--- src/iacp_pkg.sv ---
// Shared constants, types and helpers for the inverse Albers conic block.
// Used by iacp_unit, iacp_mul and the top level; depends on nothing else.
package iacp_pkg;

   // Refinement bound and width of its counter
   localparam int MAX_ITER = 8;
   localparam int ITER_W   = $clog2(MAX_ITER);

   // Projection constants in fixed point
   localparam logic signed [33:0] RHOBAS_Q8 = 34'sd2541844367;
   localparam logic [61:0]        ROSQ_Q8   = 62'd38654917579132928;
   localparam logic [61:0]        TBBON_Q8  = 62'd34313870582839296;
   localparam logic [32:0]        ECC_Q32   = 33'd353354923;
   localparam logic [38:0]        INV_AEN   = 39'd408163991337;
   localparam logic [38:0]        INV_RPD   = 39'd246083499208;
   localparam logic [32:0]        TOL_K     = 33'd550;
   localparam logic signed [32:0] LON96     = 33'sd1610612736;
   localparam logic [31:0]        LAT90     = 32'd1509949440;
   localparam logic [32:0]        ONE_Q32   = 33'h1_0000_0000;

   // Series coefficients 2/3, 3/5, 4/7, 5/9, 6/11, 7/13, 8/15 in Q.32
   localparam logic [32:0] COEF [0:6] = '{
      33'd2863311531, 33'd2576980378, 33'd2454267026, 33'd2386092942,
      33'd2342709434, 33'd2312674698, 33'd2290649225
   };

   // atan(2^-i) in Q.32 for the first eleven steps
   localparam logic signed [35:0] ATAN_TAB [0:10] = '{
      36'sd3373259426, 36'sd1991351318, 36'sd1052175346, 36'sd534100635,
      36'sd268086748,  36'sd134174063,  36'sd67103403,   36'sd33553749,
      36'sd16777131,   36'sd8388597,    36'sd4194303
   };

   // Operation of the shared shift-add unit
   typedef enum logic [1:0] {
      UM_CORDIC,
      UM_DIV,
      UM_SQRT
   } unit_mode_type;

   typedef struct packed {
      logic          start;
      unit_mode_type mode;
      logic [63:0]   op_a;
      logic [63:0]   op_b;
   } unit_cmd_type;

   typedef struct packed {
      logic        done;
      logic [35:0] result;
   } unit_sts_type;

   // Angle added at CORDIC step i
   function automatic logic signed [35:0] step_angle(input logic [4:0] i);
      logic [5:0] sh;
      sh = 6'd32 - {1'b0, i};
      if (i < 5'd11) begin
         return ATAN_TAB[i[3:0]];
      end
      return $signed(36'd1 << sh);
   endfunction

endpackage

--- src/iacp_mul.sv ---
// Registered 33 x 33 unsigned multiplier shared by every product step.
// Depends on iacp_pkg for nothing but house convention.
module iacp_mul
   import iacp_pkg::*;
(
   input  logic        clock,
   input  logic [32:0] mul_a,
   input  logic [32:0] mul_b,
   output logic [65:0] mul_p
);

   logic [65:0] p_ff;
   logic [65:0] p_in;

   // Form the full product
   assign p_in  = 66'(mul_a) * 66'(mul_b);
   assign mul_p = p_ff;

   // Register the product for the next state
   always_ff @(posedge clock) begin
      p_ff <= p_in;
   end

endmodule

--- config.mk ---
export PLATFORM = sky130hd
export DESIGN_NAME = iacp_mul
export DESIGN_NICKNAME = d
export VERILOG_FILES = /design/src/iacp_pkg.sv /design/src/iacp_mul.sv
export SDC_FILE = /design/constraint.sdc
export NUM_CORES = 2
export LEC_CHECK = 0
export ABC_CLOCK_PERIOD_IN_PS = 11010
export BUFFER_PORTS_ARGS = -buffer_cell sky130_fd_sc_hd__buf_2
export CORE_ASPECT_RATIO = 1.5
export CORE_MARGIN = 2
export CORE_UTILIZATION = 35
export DETAILED_ROUTE_END_ITERATION = 10
export MAX_ROUTING_LAYER = met4
export PLACE_DENSITY = 0.58
export REMOVE_ABC_BUFFERS = 1
export SLEW_MARGIN = 20
export SYNTH_ARGS = -nofsm -noshare
export SYNTH_HDL_FRONTEND = slang
export SYNTH_SLANG_ARGS = --single-unit
--- constraint.sdc ---
create_clock -name clock -period 11.01 [get_ports clock]
set_input_delay 1.6515 -clock clock [delete_from_list [all_inputs] [get_ports clock]]
set_output_delay 1.6515 -clock clock [all_outputs]
set_load 0.03 [all_outputs]
======== Yosys cells after proc, flatten, opt, wreduce, memory -nomap -nowiden ========
Index checks and enable logic that the tools add are counted.
word-level totals
  register bits ........................... 66
  output and inout port bits .............. 66
  logic and storage cells ................. 2
operators by class
  multiply operators ...................... 1
operators by type and width
  operator        count
  $mul 33x33->66  1

======== Longest topological paths before layout ========
  depth in word-level cells ............... 1
  mapped depth ............................ 30
  gate-level depth less buffers ........... 28

======== Worst setup path after synthesis ========
OpenSTA, ideal clock, no wires.
  path kind ............................... input -> register
  start ................................... input mul_a[26]
  end ..................................... register p_ff[64], in the netlist mul_p[64]
  library setup time ...................... 0.072 ns
  data arrival time ....................... 8.514 ns
  setup slack ............................. 2.424 ns
  stages on the path ...................... 28
  cell sequence ........................... clkbuf_1 > and2_1 > fa_1 > inv_1 > fa_1 > inv_1 > fa_1 > inv_1 > fa_1 > inv_1 > fa_1 > fa_1 > fa_1 > inv_1 > fa_1 > inv_1 > ha_1 > buf_2 > nand4_1 > or2_0 > or3_1 > o32a_1 > a21oi_2 > a21oi_2 > o41ai_2 > o221ai_2 > o21ai_2 > xor2_1
on the way
  word-level cells in the longest chain between the ends .. 1
RTL lines
  item                  line            source
  from (decl)           iacp_mul.sv:7   input logic [32:0] mul_a,
  $mul 33x33->66        iacp_mul.sv:16  assign p_in = 66'(mul_a) * 66'(mul_b);
  net p_in[64]          iacp_mul.sv:13  logic [65:0] p_in;
  to (signal assigned)  iacp_mul.sv:21  p_ff <= p_in;
  to (decl)             iacp_mul.sv:12  logic [65:0] p_ff;
The timed path passes the listed nets, and every way through them passes these cells.

======== Worst setup path in the final report ========
  start ................................... input mul_a[10]
  end ..................................... register p_ff[61], in the netlist mul_p[61]
The elaborated chain is that of the path after synthesis.

==> results.md <==
* Cell Area, Synth at around 37,000 um^2
* Setup violators final at 0
* Postcts setup bufs at 0
* Initial Util at about a third
* Area delta synth->final at 5.98%
* Antenna Nets Post-Route at 0
* Vias at 27,000
* Max Cap Viol at 0
* Pin count of the biggest net entering global routing at 34
* Routability cong. at a little over 0.9
* DIE WIDTH at 269 um
* Critical Path Sink Type: flop
* Clock Pin Slew Worst Setup and Hold Paths at 0.06 ns
* Setup slack after layout at 1.58 ns
* Vias in the first global route at 30,200
* WS Path Type: input pin to flop
* Rel. slew slack at 31.7%
* Max FFs per register at 66
* GR Util All Layers at 22.5%
* Root Buffer Master: clkbuf_16
* Hold Path Class: input pin to flop
* PostCTS Resize Cnt at 0
* Grt ovf at 0
* Via density at between 4 and 5
* Max Slew Vio Count at 0
* Number of DRC markers in iteration 0 at 1,507
* Final period util at a little under nine tenths
* Hold_sp: mul_b[0]
* Hold Vio Cnt, Final at 0
* Drt first pass iters at 5
* WL final at 114 mm
* Critical Path RT at 11.26 ns
* Count of flip-flops with a built-in enable after synthesis at 0
* Post-DP HPWL at a little over 90 mm
* First-pass GRT wire length at 176 mm
* Worst-Margin Slew at approximately 1.0 ns
* Synth Flop Type: dfxtp_1
* CORE AREA at 104,000 um^2
* Number of antenna violations at the first check in global routing at 8
* CTS max path bufs at 2
* Residual DRC count at 0
* Final-stage net count at 5,335
* Fin crit period at about 9.4 ns
* Mapped Avg Cell Area at around 9 um^2
* Share of cells above drive strength 1 at a little over 5%
* Crit. Startpoint: mul_a[10]
* Cells after Synth at 4,077
* Total CTS buffers at 9
* Setup TNS at 0 ns
* Post-synth ARST share at 0%
* Die Height at 401 um
* Yosys cell types at between 50 and 60
* Cell Rows at 145
* CP startpoint kind: input pin
* Syn. warnings at 0
* # IOs at around 130
* FMAX at 0.106 GHz
* Worst Path Arrival at about 9.7 ns
* # hold bufs at CTS at 0
* FF+latch count, synth at 66
* Outcome: finished clean
* Sequential-to-total area share from yosys stat at 3.59%
* RSZ-0062 raised after global routing: false
* Die area at roughly 110,000 um^2
* CP max FO at 33
* Port bufs at 132
* CTS tree: done
* Wire per inst at 20.9 um
* # clock sinks at 66
* FILL cells at approximately 11,000
* H-tree levels at 3
* Placement Setup Slack at 1.26 ns
[layer usage]
| metal | GRT usage [%] | vias to the layer above | wire (um) |
|---|---|---|---|
| li1 | - | 11500 | - |
| met1 | 23.9 | 14300 | 39300 |
| met2 | 40.9 | 884 | 61600 |
| met3 | 2.14 | 312 | 5310 |
| met4 | 11.7 | 0 | 7470 |
| met5 | - | - | 0 |
[worst max-delay path: stages]
cell and delay [ns]:
buf_2 0.75, nand2_1 0.19, fa_1 0.58, inv_1 0.06, fa_1 0.51, fa_1 0.57, fa_1 0.43, fa_1 0.53
fa_1 0.43, fa_1 0.65, inv_1 0.09, fa_1 0.48, inv_1 0.04, ha_1 0.36, nand2_1 0.11, o21ai_1 0.17
o21bai_1 0.15, or4b_2 0.60, a21oi_1 0.56, a211oi_1 0.22, o21ai_1 0.25, a21oi_1 0.12, xnor2_1 0.13
[logic make-up (layout without fill, tap and decap cells)]
family                   count (synthesis)  count (layout)  share of synthesized area (%)
AO/OA/AOI/OAI                          208             208                           3.56
XOR/XNOR                                63              63                           1.50
adder cells (fa/ha/maj)               1223            1223                           61.2
buffers and inverters                 1272            1245                           13.1
flip-flops                              66              66                           3.59
other                                    0               4                              0
AND/OR/NAND/NOR                       1245            1245                           17.1
[metrics by stage]
step	cells	hold slack [ns]	utilization, %	cell area (um^2)
6_report	5450	2.02	37.4	39000
5_1_grt	5447	2.03	37.4	39000
4_1_cts	5446	2.02	37.4	39000
3_5_place_dp	5430	2.08	37.1	38700
3_3_place_gp	5430	2.09	37.1	38700
2_1_floorplan	3853	1.77	-	35900
[synthesized netlist by cell type (5+ instances only)]
library cell	instances	share of area, %
clkbuf_1	212	2.2
a31oi_1	6	0.10
a21o_1	27	0.55
ha_1	265	9.0
o31ai_1	5	0.10
nand4_1	19	0.32
xnor2_1	40	0.95
inv_1	1048	11
nand2_1	569	5.8
o21ai_0	27	0.37
and3_1	8	0.14
xor2_1	23	0.55
o21ai_1	10	0.14
dfxtp_1	66	3.6
nor2b_1	11	0.19
nand3_1	13	0.18
o21bai_1	14	0.29
a21oi_1	80	1.1
nor2_1	29	0.30
fa_1	958	52
nor3_1	10	0.14
and2_1	574	9.8
[layout make-up]
cell class                 instances  area (um^2)  area share (%)
tap                             1396         1750            4.48
clock buffer                       9          225           0.578
sequential                        66         1320            3.39
multi-input combinational       2739        30600            78.6
antenna                            4         10.0          0.0257
inverter                        1048         3930            10.1
timing repair buffer             181         1030            2.64
clock inverter                     7         70.1           0.180
[worst paths after layout]
check,endpoint,slack [ns],cells past startpoint
max,mul_p[61]$_DFF_P_,1.58,23
min,mul_p[0]$_DFF_P_,2.02,3
[layout by cell type, fill, tap and decap left out, types with 5 or more instances in the layout]
cell type,n
o21ai_1,10
a31oi_1,6
ha_1,265
nor3_1,10
fa_1,958
o21ai_0,27
buf_2,132
dfxtp_1,66
nand2_1,569
xnor2_1,40
xor2_1,23
nor2_1,29
nor2b_1,11
o31ai_1,5
a21oi_1,80
and3_1,8
buf_4,49
nand3_1,13
and2_1,574
a21o_1,27
o21bai_1,14
inv_1,1048
clkbuf_16,9
nand4_1,19
Power is left out: the tool's default activity adds up to more than one toggle a clock period on the data nets, which glitch-free logic cannot reach.
