$ cat src/iacp_pkg.sv
// Shared constants, types and helpers for the inverse Albers conic block.
// Used by iacp_unit, iacp_mul and the top level; depends on nothing else.
package iacp_pkg;

   // Refinement bound and width of its counter
   localparam int MAX_ITER = 8;
   localparam int ITER_W   = $clog2(MAX_ITER);

   // Projection constants in fixed point
   localparam logic signed [33:0] RHOBAS_Q8 = 34'sd2541844367;
   localparam logic [61:0]        ROSQ_Q8   = 62'd38654917579132928;
   localparam logic [61:0]        TBBON_Q8  = 62'd34313870582839296;
   localparam logic [32:0]        ECC_Q32   = 33'd353354923;
   localparam logic [38:0]        INV_AEN   = 39'd408163991337;
   localparam logic [38:0]        INV_RPD   = 39'd246083499208;
   localparam logic [32:0]        TOL_K     = 33'd550;
   localparam logic signed [32:0] LON96     = 33'sd1610612736;
   localparam logic [31:0]        LAT90     = 32'd1509949440;
   localparam logic [32:0]        ONE_Q32   = 33'h1_0000_0000;

   // Series coefficients 2/3, 3/5, 4/7, 5/9, 6/11, 7/13, 8/15 in Q.32
   localparam logic [32:0] COEF [0:6] = '{
      33'd2863311531, 33'd2576980378, 33'd2454267026, 33'd2386092942,
      33'd2342709434, 33'd2312674698, 33'd2290649225
   };

   // atan(2^-i) in Q.32 for the first eleven steps
   localparam logic signed [35:0] ATAN_TAB [0:10] = '{
      36'sd3373259426, 36'sd1991351318, 36'sd1052175346, 36'sd534100635,
      36'sd268086748,  36'sd134174063,  36'sd67103403,   36'sd33553749,
      36'sd16777131,   36'sd8388597,    36'sd4194303
   };

   // Operation of the shared shift-add unit
   typedef enum logic [1:0] {
      UM_CORDIC,
      UM_DIV,
      UM_SQRT
   } unit_mode_type;

   typedef struct packed {
      logic          start;
      unit_mode_type mode;
      logic [63:0]   op_a;
      logic [63:0]   op_b;
   } unit_cmd_type;

   typedef struct packed {
      logic        done;
      logic [35:0] result;
   } unit_sts_type;

   // Angle added at CORDIC step i
   function automatic logic signed [35:0] step_angle(input logic [4:0] i);
      logic [5:0] sh;
      sh = 6'd32 - {1'b0, i};
      if (i < 5'd11) begin
         return ATAN_TAB[i[3:0]];
      end
      return $signed(36'd1 << sh);
   endfunction

endpackage

$ cat src/iacp_unit.sv
// Shared 32-step shift-add unit: CORDIC vectoring, restoring divide, integer sqrt.
// Depends on iacp_pkg for the command and status structs and the angle table.
module iacp_unit
   import iacp_pkg::*;
(
   input  logic         clock,
   input  logic         reset,
   input  unit_cmd_type cmd,
   output unit_sts_type sts
);

   unit_mode_type mode_ff, mode_in;
   logic          run_ff, run_in;
   logic          done_ff, done_in;
   logic [4:0]    cnt_ff, cnt_in;
   logic [64:0]   ra_ff, ra_in;
   logic [64:0]   rb_ff, rb_in;
   logic [35:0]   rc_ff, rc_in;
   logic          sat_ff, sat_in;

   // CORDIC step
   logic signed [51:0] cx, cy, cdx, cdy;
   logic signed [35:0] cz, cang;
   // Divide step
   logic [57:0] dr2, dbv;
   // Square root step
   logic [5:0]  sq_sh;
   logic [63:0] sq_bit;
   logic [64:0] sq_sum, sq_v;

   assign cx   = $signed(ra_ff[51:0]);
   assign cy   = $signed(rb_ff[51:0]);
   assign cz   = $signed(rc_ff);
   assign cdx  = cy >>> cnt_ff;
   assign cdy  = cx >>> cnt_ff;
   assign cang = step_angle(cnt_ff);

   assign dr2 = {ra_ff[56:0], 1'b0};
   assign dbv = rb_ff[57:0];

   assign sq_sh  = 6'd62 - {cnt_ff, 1'b0};
   assign sq_bit = 64'd1 << sq_sh;
   assign sq_sum = {1'b0, rb_ff[63:0]} + {1'b0, sq_bit};
   assign sq_v   = {1'b0, ra_ff[63:0]};

   // Load on start, then advance one step a cycle
   always_comb begin
      mode_in = mode_ff;
      run_in  = run_ff;
      done_in = 1'b0;
      cnt_in  = cnt_ff;
      ra_in   = ra_ff;
      rb_in   = rb_ff;
      rc_in   = rc_ff;
      sat_in  = sat_ff;
      if (cmd.start) begin
         mode_in = cmd.mode;
         run_in  = 1'b1;
         cnt_in  = 5'd0;
         ra_in   = {1'b0, cmd.op_a};
         rb_in   = (cmd.mode == UM_SQRT) ? 65'd0 : {1'b0, cmd.op_b};
         rc_in   = 36'd0;
         sat_in  = cmd.op_a >= cmd.op_b;
      end else if (run_ff) begin
         cnt_in = cnt_ff + 5'd1;
         if (cnt_ff == 5'd31) begin
            run_in  = 1'b0;
            done_in = 1'b1;
         end
         case (mode_ff)
            UM_CORDIC: begin
               if (!cy[51]) begin
                  ra_in = {13'd0, $unsigned(cx + cdx)};
                  rb_in = {13'd0, $unsigned(cy - cdy)};
                  rc_in = $unsigned(cz + cang);
               end else begin
                  ra_in = {13'd0, $unsigned(cx - cdx)};
                  rb_in = {13'd0, $unsigned(cy + cdy)};
                  rc_in = $unsigned(cz - cang);
               end
            end
            UM_DIV: begin
               if (dr2 >= dbv) begin
                  ra_in = {7'd0, dr2 - dbv};
                  rc_in = {rc_ff[34:0], 1'b1};
               end else begin
                  ra_in = {7'd0, dr2};
                  rc_in = {rc_ff[34:0], 1'b0};
               end
            end
            UM_SQRT: begin
               if (sq_v >= sq_sum) begin
                  ra_in = sq_v - sq_sum;
                  rb_in = {1'b0, (rb_ff[63:0] >> 1) + sq_bit};
               end else begin
                  rb_in = {1'b0, rb_ff[63:0] >> 1};
               end
            end
            default: begin
               run_in = 1'b0;
            end
         endcase
      end
   end

   always_ff @(posedge clock) begin
      if (reset) begin
         run_ff  <= 1'b0;
         done_ff <= 1'b0;
         mode_ff <= UM_CORDIC;
      end else begin
         run_ff  <= run_in;
         done_ff <= done_in;
         mode_ff <= mode_in;
      end
      cnt_ff <= cnt_in;
      ra_ff  <= ra_in;
      rb_ff  <= rb_in;
      rc_ff  <= rc_in;
      sat_ff <= sat_in;
   end

   // Select the result of the finished operation
   always_comb begin
      sts.done = done_ff;
      case (mode_ff)
         UM_CORDIC: sts.result = rc_ff;
         UM_DIV:    sts.result = sat_ff ? 36'(ONE_Q32) : rc_ff;
         UM_SQRT:   sts.result = rb_ff[35:0];
         default:   sts.result = 36'd0;
      endcase
   end

endmodule

$ cat config.mk
export PLATFORM = sky130hd
export DESIGN_NAME = iacp_unit
export DESIGN_NICKNAME = d
export VERILOG_FILES = /design/src/iacp_pkg.sv /design/src/iacp_unit.sv
export SDC_FILE = /design/constraint.sdc
export NUM_CORES = 2
export LEC_CHECK = 0
export BUFFER_PORTS_ARGS = -buffer_cell sky130_fd_sc_hd__buf_2
export CORE_MARGIN = 5
export CORE_UTILIZATION = 40
export CTS_CLUSTER_DIAMETER = 60
export DETAILED_ROUTE_END_ITERATION = 10
export SLEW_MARGIN = 20
export SYNTH_ARGS = -nofsm -noshare
export SYNTH_HDL_FRONTEND = slang
export SYNTH_SLANG_ARGS = --single-unit
$ cat constraint.sdc
create_clock -name clock -period 10.7 [get_ports clock]
set_clock_uncertainty 0.2 [all_clocks]
set_input_delay 0 -clock clock [delete_from_list [all_inputs] [get_ports clock]]
set_output_delay 0 -clock clock [all_outputs]
set_load 0.01 [all_outputs]
Word-level counts from Yosys, hierarchy flattened
Memory sizes are Yosys's and may differ from the RTL's. Cells that the tools add are included.

Word-level logic and storage cells: 75. Memories: 1. Flip-flop bits (word level): 174. ROM bits: 576. Input bits: 133.

Memories: (no name shown) (depth 16, width 36, rd ports 1, clocked after Yosys merged registers in 0, write ports 0, RTL line iacp_pkg.sv:58) `return ATAN_TAB[i[3:0]];`.

Multiplexer cells: 27. Add/subtract/negate cells: 13. Shift operators: 4. Reduce and logical (&&, ||, !) cells: 10. $lt $le $gt $ge: 5. Equality and inequality tests: 5. Bitwise operators: 2.

Operators with widths (count): $mux 64 (7); $mux 36 (6); $pmux 64 s3 (1); $pmux 64 s2 (1); $pmux 36 s3 (1); $add 52x52->52 (2); $mux 52 (2); $sshr 52x5->52 (2); $sub 52x52->52 (2); $pmux 36 s2 (1); $add 64x64->65 (1); $ge 64x65->1 (1); $add 63x64->64 (1); $ge 64x64->1 (1); $shl 1x6->64 const A (1); $sub 64x64->64 (1); $ge 58x58->1 (1); $mux 58 (1); $sub 58x58->58 (1); $add 36x36->36 (1); $shl 1x6->36 const A (1); $sub 36x36->36 (1); $mux 1 (7); $reduce_or 3->1 (2); other kinds (17) (20).

Logic depth before layout (Yosys ltp)
Word-level depth: 9. Gate-level depth with buffers: 39. Depth with buffers taken out: 28.

Worst setup path before layout
OpenSTA, ideal clock, no wires.

Path kind: reg2reg. Start: reg cnt_ff[4]. End: reg ra_ff[0], enable pin. Period minus slack after synthesis: 11.860 ns. Arrival time: 11.146 ns. Path buffers: 12. Stages on the path, launching flop included: 34. Slack: -1.160 ns. Cells stage by stage: dfxtp_1 clkbuf_1 clkbuf_1 buf_1 clkbuf_1 clkbuf_1 clkbuf_1 clkbuf_1 clkbuf_1 clkbuf_1 and3_1 ha_1 ha_1 a21o_1 a221oi_1 o31ai_1 a21oi_1 o21ai_0 a31o_2 nand2_1 xor2_1 ha_1 clkbuf_1 nand2_1 or3_1 o31ai_1 a311oi_1 o21ai_0 a31oi_1 a21bo_2 or2_2 clkbuf_1 clkbuf_1 o221ai_1.

Cells in the longest elaborated chain, start to end: 6.

RTL lines: from (decl) (RTL line iacp_unit.sv:15) `logic [4:0] cnt_ff, cnt_in;`; from (signal assigned) (RTL line iacp_unit.sv:116) `cnt_ff <= cnt_in;`; $sub 6x6->6 (RTL line iacp_unit.sv:41) `assign sq_sh = 6'd62 - {cnt_ff, 1'b0};`; $shl 1x6->64 (RTL line iacp_unit.sv:42) `assign sq_bit = 64'd1 << sq_sh;`; $add 64x64->65 (RTL line iacp_unit.sv:43) `assign sq_sum = {1'b0, rb_ff[63:0]} + {1'b0, sq_bit};`; $ge 64x65->1 (RTL line iacp_unit.sv:92) `if (sq_v >= sq_sum) begin`; $ne 3x3->1 (no line); $reduce_and 3->1 (no line); to (signal assigned) (RTL line iacp_unit.sv:117) `ra_ff <= ra_in;`; to (decl) (RTL line iacp_unit.sv:16) `logic [64:0] ra_ff, ra_in;`.

No other way between the ends. A chain may end at the register's enable or synchronous reset.

Worst setup path after layout
Start: reg cnt_ff[3]. End: reg rb_ff[51] (data pin).

Cells in the longest elaborated chain, start to end: 8. Elaborated cells on any way between the ends: 13.

RTL lines: $sub 6x6->6 (RTL line iacp_unit.sv:41); $shl 1x6->64 (RTL line iacp_unit.sv:42); $add 64x64->65 (RTL line iacp_unit.sv:43); $ge 64x65->1 (RTL line iacp_unit.sv:92); $mux 64 (RTL line iacp_unit.sv:92); $pmux 64 s2 (*) (RTL line iacp_unit.sv:70) `case (mode_ff)`; $mux 64 (*) (RTL line iacp_unit.sv:64) `end else if (run_ff) begin`; $mux 64 (*) (RTL line iacp_unit.sv:56) `if (cmd.start) begin`; via rb_in[51] (RTL line iacp_unit.sv:17) `logic [64:0] rb_ff, rb_in;`; to (signal assigned) (RTL line iacp_unit.sv:118) `rb_ff <= rb_in;`; to (decl) (RTL line iacp_unit.sv:17).

The timed path passes the listed nets; every way through them passes the cells marked *. The select of a mux whose other input is x is not followed.

==> qor.csv <==
stage;metric;value;unit
setup_path;critPathRequiredTime;10.86;ns
power_and_ir_drop;power.density;411.8;nW/µm²
setup_path;arrival;9.88;ns
setup_path;timing.rr.start;cnt_ff[3];
layout;area_growth;9.897;%
global_routing;gr-total-overflow;0;
clock_network;clkTransAtPathRegs;0.08;ns
layout;drive_above_1_share;0.1165;
layout;fin_nets;6166;
setup_path;startpoint_type;register;
sta;min_period;9.726;ns
setup_path;worstReg2RegEnd;rb_ff[51];
power_and_ir_drop;power.share.clock;0.035;
floorplan;start_util;0.4015;
floorplan;die_y;334.6;µm
logic_synthesis;async_flop_share;0;
power_and_ir_drop;p_switching;0.01107;W
detailed_routing;wl_met2;84.91;mm
floorplan;rows;119;
worst_hold_path;worstHoldEndpoint;mode_ff[0];
sta;maxSlewHeadroom;0.2395;
sta;tns;0;ns
sta;grt_setup_unrepaired;false;
logic_synthesis;synth_seq_cells;174;
setup_path;cp_max_fo;63;
status;outcome;complete, no violations;
clock_network;cts_sinks;174;
logic_synthesis;ys.flop_type;edfxtp_1;
setup_path;cpMostUsedCell;nor2_1;
setup_path;critical_path_class;register to register;
placed_design;placed_area;44410;µm²
placed_design;dp_hpwl;165.6;mm
floorplan;die_area;112000;µm²
power_and_ir_drop;switching_share;0.5803;
worst_hold_path;hp-class;input pin to register;
global_routing;groute.usage.overall;0.3521;
logic_synthesis;syn-instance-count;5531;
layout;fin_area;46320;µm²
detailed_routing;routed_wl;208.8;mm
clock_network;cts.path.max_buffers;2;
clock_network;cts_max_level;4;
setup_path;startpoint;cnt_ff[3];
logic_synthesis;yosysWarnings;0;
layout;mostFrequentLayoutCells;486 x a21oi_1, 454 x nand2_1, 425 x nor2_1;
detailed_routing;first_pass_iters;8;
sta;maxSlewViolCount;0;
placed_design;port_buffers;169;
detailed_routing;vias;47961;
power_and_ir_drop;finalPower;0.01908;W
logic_synthesis;synth_edf_count;129;
detailed_routing;wl_per_cell;29.72;µm
sta;hold_violations;0;
setup_path;rrSetupSlack;0.97;ns
sta;finalSetupViolCount;0;
clock_network;clock-root-buffer;clkbuf_16;
detailed_routing;ant_nets;0;
clock_network;cts_tree;yes;
global_routing;grt_pass1_wl;297.8;mm
detailed_routing;met3_length;24.56;mm
job;drv_cap;0;
detailed_routing;drt-met1-wl;83.99;mm
worst_hold_path;holdCritStartpoint;cmd[128];
floorplan;die_x;334.6;µm
logic_synthesis;ys_seq_area_frac;0.1133;
sta;fmax;0.1028;GHz
setup_path;path_buf_inv;2;
global_routing;grt_pass1_vias;43556;
detailed_routing;routed.top_layer;met5;
sta;period_share;0.9089;
layout;nFillCells;10688;
detailed_routing;avgViaCountPerCell;6.825;
power_and_ir_drop;combPwrFrac;0.865;
clock_network;clk_latency;0.54;ns
setup_path;cp_top_family;simple AND/OR/NAND/NOR gates;
detailed_routing;drc;0;
placed_design;place_inst;6858;
power_and_ir_drop;p_leak;18.93;nW
logic_synthesis;syn_area_per_cell;7.621;µm²
global_routing;antenna_found_initial;20;
power_and_ir_drop;pwr-share-seq;0.100;
floorplan;pin_count;170;
clock_network;cts_resized;0;
setup_path;cpPeakStageDelay;0.76;ns
placed_design;place.gp.congestion;1.069;
logic_synthesis;synth_nets;6078;
setup_path;rr_worst_depth;25;
power_and_ir_drop;p_int;0.008006;W
power_and_ir_drop;peakVddDrop;0.1931;mV
layout;final_common_cell;a21oi_1;
clock_network;cts-buffers-inserted;17;
floorplan;core_area;105000;µm²
global_routing;grt_start_max_net_pins;151;
logic_synthesis;syn_area;42150;µm²
setup_path;end_kind;register;
logic_synthesis;synth.distinct_cells;100;
sta;worst_pin_slew;1.141;ns
detailed_routing;drt-initial-drc-count;7093;
layout;finalNonFillerCells;7027;
clock_network;postCtsSetupBuffers;0;
setup_path;critPathSlowestCell;dfxtp_4;
worst_hold_path;hold_depth;4;
power by group through the flow:
stage	sequential [W]	clock [W]	combinational (W)
3_5_place_dp	0.00186	0	0.0158
2_1_floorplan	0.00145	0	0.0118
3_3_place_gp	0.00187	0	0.0158
5_1_grt	0.00187	0.000704	0.0177
4_1_cts	0.00185	0.000687	0.0160
6_report	0.00191	0.000675	0.0165
layout make-up:
| type | count | area (µm²) | share of cell area |
|---|---|---|---|
| sequential | 174 | 4793 | 0.1035 |
| inverter | 233 | 874.6 | 0.01888 |
| multi-input combinational | 4763 | 35140 | 0.7587 |
| antenna | 4 | 10.01 | 0.0002161 |
| clock inverter | 8 | 53.80 | 0.001162 |
| timing repair buffer | 430 | 3203 | 0.06915 |
| clock buffer | 24 | 504.2 | 0.01089 |
| tap | 1391 | 1740 | 0.03757 |
kinds of logic (layout without fill, tap and decap cells):
group / Yosys count / in the layout / synth area share
flops: 174 / 174 / 0.1133
other cells: 0 / 4 / 0
simple gates: 1573 / 1573 / 0.1799
mux: 341 / 341 / 0.1221
compound gates: 1965 / 1965 / 0.3070
xor+xnor: 469 / 469 / 0.09778
fa+ha+maj: 415 / 415 / 0.1240
buf+inv: 594 / 695 / 0.05587
registers in the layout, indices dropped and copies added, names as in the netlist:
register,count
run_ff,1
rb_ff,64
cnt_ff,5
cz,36
mode_ff,2
ra_ff,64
sat_ff,1
done_ff,1
worst register-to-register path, cell delays in order (launching register included):
cell and delay (ns):
dfxtp_4 0.76, buf_4 0.80, buf_4 0.57, mux4_2 0.41
mux2_2 0.28, mux2i_1 0.42, o221ai_1 0.34, or3_1 0.57
or4b_4 0.57, nor2_1 0.35, nand2_1 0.14, nor4_1 0.55
nor2_1 0.11, xor2_1 0.17, ha_1 0.44, nand2_1 0.12
a211oi_1 0.34, nand4_1 0.14, o22ai_1 0.36, nor2_1 0.21
a211o_1 0.43, a211oi_1 0.35, nor3_1 0.11, nor3_1 0.27
xnor3_1 0.38, o221ai_1 0.16
what timing repair did:
item                       4_1_cts  5_1_grt
hold buffers                   133        0
hold endpoints to repair       132        0
setup endpoints to repair        0        0
worst max path at each step:
stage / end / slack (ns) / cells after the start
2_1_floorplan: ra_ff[0] / 0.34 / 33
3_3_place_gp: rb_ff[51] / 1.52 / 25
3_5_place_dp: rb_ff[51] / 1.36 / 25
4_1_cts: rb_ff[51] / 1.31 / 25
5_1_grt: rb_ff[50] / 0.48 / 25
6_report: rb_ff[51] / 0.97 / 25
metal layers:
layer,up-vias,global-route usage
met4,18,0.2030
met2,3220,0.5135
met3,663,0.09830
met5,-,0.001702
li1,21160,-
met1,22900,0.4661
synth_stat cells, types with 18 or more instances:
cell type,number,area share
nand2_1,455,0.041
o211ai_1,53,0.0094
a221oi_1,38,0.0079
a211oi_1,52,0.0093
mux4_2,130,0.069
nand2b_1,51,0.0076
nand3_1,83,0.0099
a31oi_1,135,0.020
o31ai_1,32,0.0057
a22oi_1,122,0.022
o21a_1,47,0.0084
and4_1,24,0.0050
a21boi_0,21,0.0037
mux2i_1,126,0.030
a211o_1,18,0.0037
nor3b_1,18,0.0032
o22ai_1,62,0.0092
clkbuf_1,257,0.023
and2_1,47,0.0070
buf_1,37,0.0033
or2_2,23,0.0034
xor2_1,155,0.032
edfxtp_1,129,0.092
mux2_2,85,0.023
dfxtp_1,45,0.021
o21ai_0,355,0.042
nand4_1,85,0.013
inv_1,229,0.020
o21bai_1,55,0.0098
a21o_1,208,0.037
or3_1,31,0.0046
nor3_1,131,0.016
o221ai_1,38,0.0079
xnor2_1,313,0.065
ha_1,409,0.12
a21oi_1,487,0.058
buf_2,58,0.0069
nor2b_1,59,0.0088
and3_1,70,0.010
a31o_2,32,0.0066
nor2_1,432,0.038
per-stage QoR:
step / setup slack [ns] / hold WS (ns) / util
after floorplan: 0.3442 / -0.1276 / -
after global placement: 1.518 / 0.01599 / 0.4231
after detailed placement: 1.360 / 0.02193 / 0.4231
after CTS: 1.306 / 0.02900 / 0.4411
after global routing: 0.4799 / 0.1240 / 0.4412
final: 0.9745 / 0.08998 / 0.4413
Note: power is estimated with default switching activity, not from simulation.
